File: src/hw/rtl/sbm_irq_pkg.sv
// ----------------------------------------------------------------------------
// Serial bank mapper package
// Request types, register select codes and reset constants shared by the
// mapper with its interval IRQ timer.
// ----------------------------------------------------------------------------
package sbm_irq_pkg;

  // Default width of the IRQ interval counter.
  localparam int unsigned CounterBitsDefault = 30;

  // Request kinds.
  localparam logic CmdWrite = 1'b0;
  localparam logic CmdTick  = 1'b1;

  // Target register selected by address bits 14:13.
  localparam logic [1:0] SelControl = 2'd0;
  localparam logic [1:0] SelOuter   = 2'd1;
  localparam logic [1:0] SelUnused  = 2'd2;
  localparam logic [1:0] SelInner   = 2'd3;

  // Serial shifter commits on the fifth write.
  localparam logic [2:0] ShiftLast = 3'd4;

  // Reset and forced values.
  localparam logic [4:0] ControlReset = 5'h0C;
  localparam logic [3:0] BankLoReset  = 4'd0;
  localparam logic [3:0] BankHiReset  = 4'd1;
  localparam logic [3:0] BankTop      = 4'd15;

  // IRQ timeout base value and position of the DIP field.
  localparam logic [31:0] TimeoutBase  = 32'h2000_0000;
  localparam int unsigned DipShift     = 22;

  typedef struct packed {
    logic        cmd;
    logic [15:0] addr;
    logic [7:0]  data;
  } sbm_in_t;

  typedef struct packed {
    logic [3:0] bank_low_window;
    logic [3:0] bank_high_window;
    logic [1:0] mirror_mode;
    logic       wram_enable;
    logic       irq_out;
  } sbm_out_t;

endpackage

File: src/hw/rtl/serial_bank_mapper_with_irq_timer_core.sv
// ----------------------------------------------------------------------------
// Serial bank mapper with interval IRQ timer
// Five-write serial register port, PRG bank and mirroring selection, and a
// DIP-selected interval timer that raises the board IRQ line.
// ----------------------------------------------------------------------------
// Each request updates the mapper state at the edge that accepts it, and
// its result (the bank, mirroring, RAM enable and IRQ levels after the
// request) sits in the output register from the next cycle on. A new
// request can be accepted in every cycle unless the previous result is still
// waiting to be taken while out_ready_i is low. The interval counter is
// CounterBits wide; the IRQ rises when it reaches
// 0x20000000 | (dip << 22) and stays up until an IRQ register write with
// bit 4 set.
module serial_bank_mapper_with_irq_timer_core #(
  parameter int unsigned CounterBits = sbm_irq_pkg::CounterBitsDefault
) (
  input  logic                 clk_i,
  input  logic                 rst_ni,
  input  logic                 cfg_we_i,
  input  logic [3:0]           cfg_wdata_i,
  input  logic                 in_valid_i,
  output logic                 in_ready_o,
  input  sbm_irq_pkg::sbm_in_t  in_data_i,
  output logic                 out_valid_o,
  input  logic                 out_ready_i,
  output sbm_irq_pkg::sbm_out_t out_data_o
);
  import sbm_irq_pkg::*;

  logic [3:0]             dip_q;
  logic [2:0]             shift_count_q, shift_count_d;
  logic [4:0]             shift_bits_q, shift_bits_d, bits_new;
  logic [4:0]             control_q, control_d;
  logic [4:0]             outer_q, outer_d;
  logic [4:0]             inner_q, inner_d;
  logic                   started_q, started_d;
  logic                   irq_hold_q, irq_hold_d;
  logic                   irq_level_q, irq_level_d;
  logic [CounterBits-1:0] tick_q, tick_d, tick_inc, target;
  logic [3:0]             bank_lo_q, bank_lo_d, bank_hi_q, bank_hi_d;
  logic [1:0]             mirror_q, mirror_d;
  logic                   wram_en_q, wram_en_d;
  logic                   do_pick;
  logic [1:0]             sel;
  logic                   accept;
  logic                   out_valid_q;
  sbm_out_t               out_q, out_d;

  assign accept     = in_valid_i && in_ready_o;
  assign in_ready_o = !out_valid_q || out_ready_i;
  assign sel        = in_data_i.addr[14:13];
  assign bits_new   = shift_bits_q | (5'(in_data_i.data[0]) << shift_count_q);
  assign tick_inc   = tick_q + CounterBits'(1);
  assign target     = CounterBits'(TimeoutBase) | (CounterBits'(dip_q) << DipShift);

  // Next mapper state for the accepted request.
  always_comb begin
    shift_count_d = shift_count_q;
    shift_bits_d  = shift_bits_q;
    control_d     = control_q;
    outer_d       = outer_q;
    inner_d       = inner_q;
    started_d     = started_q;
    irq_hold_d    = irq_hold_q;
    irq_level_d   = irq_level_q;
    tick_d        = tick_q;
    bank_lo_d     = bank_lo_q;
    bank_hi_d     = bank_hi_q;
    mirror_d      = mirror_q;
    wram_en_d     = wram_en_q;
    do_pick       = 1'b0;
    if (accept) begin
      if (in_data_i.cmd == CmdTick) begin
        // The interval counter runs while the IRQ is not held.
        if (!irq_hold_q) begin
          if (tick_inc == target) begin
            tick_d      = '0;
            irq_level_d = 1'b1;
          end else begin
            tick_d = tick_inc;
          end
        end
      end else if (in_data_i.data[7]) begin
        // Reset write clears the shifter and forces the control mode bits.
        control_d     = control_q | ControlReset;
        shift_count_d = '0;
        shift_bits_d  = '0;
      end else if (shift_count_q != ShiftLast) begin
        shift_count_d = shift_count_q + 3'd1;
        shift_bits_d  = bits_new;
      end else begin
        // Fifth write commits the assembled value.
        shift_count_d = '0;
        shift_bits_d  = '0;
        unique case (sel)
          SelControl: begin
            control_d = bits_new;
            mirror_d  = bits_new[1:0];
            do_pick   = 1'b1;
          end
          SelOuter: begin
            outer_d    = bits_new;
            irq_hold_d = bits_new[4];
            if (bits_new[4]) begin
              started_d   = 1'b1;
              tick_d      = '0;
              irq_level_d = 1'b0;
            end else begin
              bank_lo_d = BankLoReset;
              bank_hi_d = BankHiReset;
            end
            do_pick = 1'b1;
          end
          SelInner: begin
            inner_d   = bits_new;
            wram_en_d = !bits_new[4];
            do_pick   = 1'b1;
          end
          SelUnused: begin
          end
          default: begin
          end
        endcase
      end
    end

    // Bank selection from the updated registers, once started.
    if (do_pick && started_d) begin
      if (!outer_d[3]) begin
        bank_lo_d = {1'b0, outer_d[2:1], 1'b0};
        bank_hi_d = {1'b0, outer_d[2:1], 1'b1};
      end else if (!control_d[3]) begin
        bank_lo_d = {1'b1, inner_d[2:1], 1'b0};
        bank_hi_d = {1'b1, inner_d[2:1], 1'b1};
      end else if (!control_d[2]) begin
        bank_lo_d = 4'd8;
        bank_hi_d = {1'b1, inner_d[2:0]};
      end else begin
        bank_lo_d = {1'b1, inner_d[2:0]};
        bank_hi_d = BankTop;
      end
    end
  end

  // Result fields as seen after the request.
  always_comb begin
    out_d.bank_low_window  = bank_lo_d;
    out_d.bank_high_window = bank_hi_d;
    out_d.mirror_mode      = mirror_d;
    out_d.wram_enable      = wram_en_d;
    out_d.irq_out          = irq_level_d;
  end

  // Mapper state registers and configuration.
  always_ff @(posedge clk_i or negedge rst_ni) begin
    if (!rst_ni) begin
      dip_q         <= '0;
      shift_count_q <= '0;
      shift_bits_q  <= '0;
      control_q     <= ControlReset;
      outer_q       <= '0;
      inner_q       <= '0;
      started_q     <= 1'b0;
      irq_hold_q    <= 1'b1;
      irq_level_q   <= 1'b0;
      tick_q        <= '0;
      bank_lo_q     <= BankLoReset;
      bank_hi_q     <= BankHiReset;
      mirror_q      <= '0;
      wram_en_q     <= 1'b1;
    end else begin
      if (cfg_we_i) begin
        dip_q <= cfg_wdata_i;
      end
      shift_count_q <= shift_count_d;
      shift_bits_q  <= shift_bits_d;
      control_q     <= control_d;
      outer_q       <= outer_d;
      inner_q       <= inner_d;
      started_q     <= started_d;
      irq_hold_q    <= irq_hold_d;
      irq_level_q   <= irq_level_d;
      tick_q        <= tick_d;
      bank_lo_q     <= bank_lo_d;
      bank_hi_q     <= bank_hi_d;
      mirror_q      <= mirror_d;
      wram_en_q     <= wram_en_d;
    end
  end

  // Output register valid flag.
  always_ff @(posedge clk_i or negedge rst_ni) begin
    if (!rst_ni) begin
      out_valid_q <= 1'b0;
    end else if (accept) begin
      out_valid_q <= 1'b1;
    end else if (out_ready_i) begin
      out_valid_q <= 1'b0;
    end
  end

  // Output payload register.
  always_ff @(posedge clk_i) begin
    if (accept) begin
      out_q <= out_d;
    end
  end

  assign out_valid_o = out_valid_q;
  assign out_data_o  = out_q;

endmodule

File: config.mk
export PLATFORM = sky130hd
export DESIGN_NAME = serial_bank_mapper_with_irq_timer_core
export DESIGN_NICKNAME = d
export VERILOG_FILES = /design/src/hw/rtl/sbm_irq_pkg.sv /design/src/hw/rtl/serial_bank_mapper_with_irq_timer_core.sv
export SDC_FILE = /design/constraint.sdc
export NUM_CORES = 1
export LEC_CHECK = 0
export BUFFER_PORTS_ARGS = -buffer_cell sky130_fd_sc_hd__buf_2
export CAP_MARGIN = 20
export CORE_ASPECT_RATIO = 0.8
export CORE_MARGIN = 8
export CORE_UTILIZATION = 53
export DETAILED_ROUTE_END_ITERATION = 16
export GPL_ROUTABILITY_DRIVEN = 0
export GPL_TIMING_DRIVEN = 0
export PLACE_DENSITY = 0.76
export SYNTH_ARGS = -nofsm -noshare
export SYNTH_HDL_FRONTEND = slang
export SYNTH_SLANG_ARGS = --single-unit
File: constraint.sdc
create_clock -name clk_i -period 3.37 [get_ports clk_i]
set_input_delay 0.337 -clock clk_i [delete_from_list [all_inputs] [get_ports clk_i]]
set_output_delay 0.337 -clock clk_i [all_outputs]
set_load 0.005 [all_outputs]
==> flow_summary_export.csv <==
group,metric,value,unit
pwr,clockPowerShare,0.315,
sta,min_period_over_period,0.962,
logic_synthesis,synth_top_cell_by_area,"dfrtp_1",
logic_synthesis,ys_seq_area_frac,0.476,
logic_synthesis,synth_fp_nets,486,
clock_tree,cts_buffers,9,
drt,firstDrtPassIters,7,
logic_synthesis,synth_cells,449,
placed_design,place_area,4460,µm²
global_routing,grt_max_degree,66,
cells_and_area,fin_area,4690,µm²
floorplan,die_height,95.5,µm
sta,tns,0,ns
pwr,seq_power_share,0.534,
sta,min_period,3.24,ns
flow_run,cap_violations,0,
floorplan,dieArea,11000,µm²
placed_design,dpl.hpwl,7.13,mm
logic_synthesis,synth_ff_type,"dfrtp_1",
global_routing,grt_pass1_wl,16.8,mm
global_routing,gr-usage-all-layers,0.193,
floorplan,fp.dieW,115,µm
floorplan,fp-row-count,29,
critical_path,cp_max_fo,8,
cells_and_area,final_util,0.601,
drt,viasPerCell,6.24,
global_routing,grt_pass1_vias,3405,
placed_design,dp_slack,-0.0123,ns
critical_path,critical_path_required,3.54,ns
cells_and_area,fin_nets,522,
sta,hold_viol_final,0,
floorplan,coreArea,7800,µm²
logic_synthesis,synth_common_cells,"60 x dfrtp_1, 43 x o21ai_0, 38 x nand2_1",
drt,vias,3730,
clock_tree,clockBufferDepth,2,
drt,totalWireLength,10.3,mm
clock_tree,cts-root-buf,"clkbuf_8",
logic_synthesis,avgSynthCellArea,9.33,µm²
clock_tree,htreeDepth,3,
pwr,internal-power,1.43,mW
critical_path,critPathCaptureType,"flop",
logic_synthesis,yosysMostFrequentCell,"dfrtp_1",
logic_synthesis,synth_top_cell_area_share,0.358,
cells_and_area,syn_to_final_growth,11.9,%
clock_tree,clk_latency,0.35,ns
sta,hold_ws,0.0639,ns
critical_path,arrival,3.41,ns
drt,drt_iter0_markers,301,
pwr,pwr-share-comb,0.151,
logic_synthesis,yosysWarnings,0,
logic_synthesis,synthArstFlopShare,0.844,
drt,drc,0,
sta,fin_ws,0.127,ns
cells_and_area,drive_gt1_frac,0.171,
global_routing,antenna_found_initial,0,
placed_design,port_buffers,27,
sta,maxClockFrequency,308,MHz
critical_path,cp-start-kind,"flop",
logic_synthesis,synth-edff-count,12,
pwr,max-vdd-ir-drop,0.271,mV
logic_synthesis,ys_seq_elements,77,
pwr,p_sw_frac,0.303,
status,status,"finished clean",
sta,worst_slew_pin_slew,0.833,ns
sta,fin_skew,0.0112,ns
drt,post_drt_wl_per_cell,17.2,µm
drt,ant_nets,0,
floorplan,initial_core_util,0.537,
clock_tree,post-cts-setup-buffer-count,0,
pwr,p_leak,1.95,nW
floorplan,io_pins,48,
pwr,powerDensity,437,nW/µm²
sta,drv_slew,0,
clock_tree,cts.sinks,77,
clock_tree,cts_tree,"yes",
logic_synthesis,ys_top_cells_by_area,"dfrtp_1 36%, edfxtp_1 8.6%, o21ai_0 5.1%, nand2_1 3.4%, a31oi_1 3.3%",
logic_synthesis,yosysUniqueCellTypes,57,
pwr,p_switching,0.620,mW
sta,setup_viol,0,
clock_tree,path_clk_slew,0.09,ns
critical_path,crit_type,"flop to flop",
logic_synthesis,syn_area,4190,µm²
worst_hold_path,min_path_type,"input port to asynchronous set/reset pin",
sta,relSlewSlack,0.445,
cells_and_area,n_antenna_cell,0,
global_routing,grt-ovfl-total,0,
layer usage:
metal	global-route usage	part of all wire	vias to the layer above
met5	0	0	-
met4	0.0763	0.022	0
met3	0.0386	0.074	23
met2	0.288	0.44	167
met1	0.270	0.46	1795
li1	-	-	1745
what timing repair did:
| item | CTS | global route |
|---|---|---|
| resized for setup | 1 | 10 |
| setup endpoints to repair | 2 | 12 |
| hold buffers | 0 | 0 |
| pin swaps | 0 | 1 |
cells in the final DEF, fill, tap and decap left out, types with 8 or more instances in the layout:
master    count
o21ai_0      43
nand2_1      38
o31ai_1       9
edfxtp_1     12
nor3_1        9
nor2_1       33
xnor2_1      11
a21oi_1      21
nand4_1      16
clkbuf_1     25
and2_1       11
a31oi_1      22
dfrtp_1      60
mux2_2       10
buf_2        30
nand3_1      20
and3_1        8
clkbuf_8      9
sequential cells by signal (all words and copies together) (netlist names):
register	flops
tick_q	30
out_data_o	12
shift_bits_q	5
bank_hi_q	4
bank_lo_q	4
dip_q	4
inner_q	3
outer_q	3
shift_count_q	3
control_q	2
mirror_q	2
irq_hold_q	1
irq_level_q	1
out_valid_o	1
started_q	1
wram_en_q	1
kinds of logic (layout without fill, tap and decap cells):
family          Yosys count  in the layout  share of synthesized area
simple gates            181            181                      0.235
compound gates          124            124                      0.183
flops                    77             77                      0.476
buf+inv                  37             78                     0.0341
xor+xnor                 15             15                     0.0314
mux                      12             12                     0.0317
fa+ha+maj                 3              3                    0.00896
critical path: stages (launching register included):
cell     delay [ns]
dfrtp_1        0.50
nand4_2        0.28
or4_4          0.61
o31ai_1        0.26
nand4_1        0.14
or4_1          0.51
or4_1          0.51
o21ai_0        0.25
power by group through the flow:
stage,logic (mW),clock network (mW),registers (mW)
finish,0.309,0.644,1.09
global route,0.344,0.701,1.11
CTS,0.303,0.657,1.09
detailed placement,0.300,0,1.11
global placement,0.289,0,1.11
floorplan,0.198,0,1.10
final cells by class:
type                            count  area [µm²]
Clock inverter                      6        53.8
Multi-Input combinational cell    335        2100
Timing Repair Buffer               27         138
Tap cell                          108         135
Clock buffer                       10         128
Inverter                            7        26.3
Buffer                             28         110
Fill cell                         652        3110
Sequential cell                    77        1990
worst paths after layout:
check                      slack (ns)  depth (start not counted)       startpoint          endpoint
max                              0.13                          7        tick_q[0]     out_data_o[0]
min                              0.06                          1           rst_ni  shift_count_q[0]
max reg2reg                      0.13                          7        tick_q[0]     out_data_o[0]
min reg2reg                      0.50                          2  shift_bits_q[0]   shift_bits_q[0]
max in group asynchronous        2.74                          1           rst_ni        tick_q[27]
min in group clk_i               0.20                          3       in_valid_i       out_valid_o
stage by stage:
| step | cells | power, mW |
|---|---|---|
| floorplan | 449 | 1.29 |
| finish | 598 | 2.05 |
| global route | 598 | 2.15 |
| global placement | 584 | 1.40 |
| CTS | 600 | 2.05 |
| detailed placement | 584 | 1.41 |
Note: power is estimated with default switching activity, not from simulation.
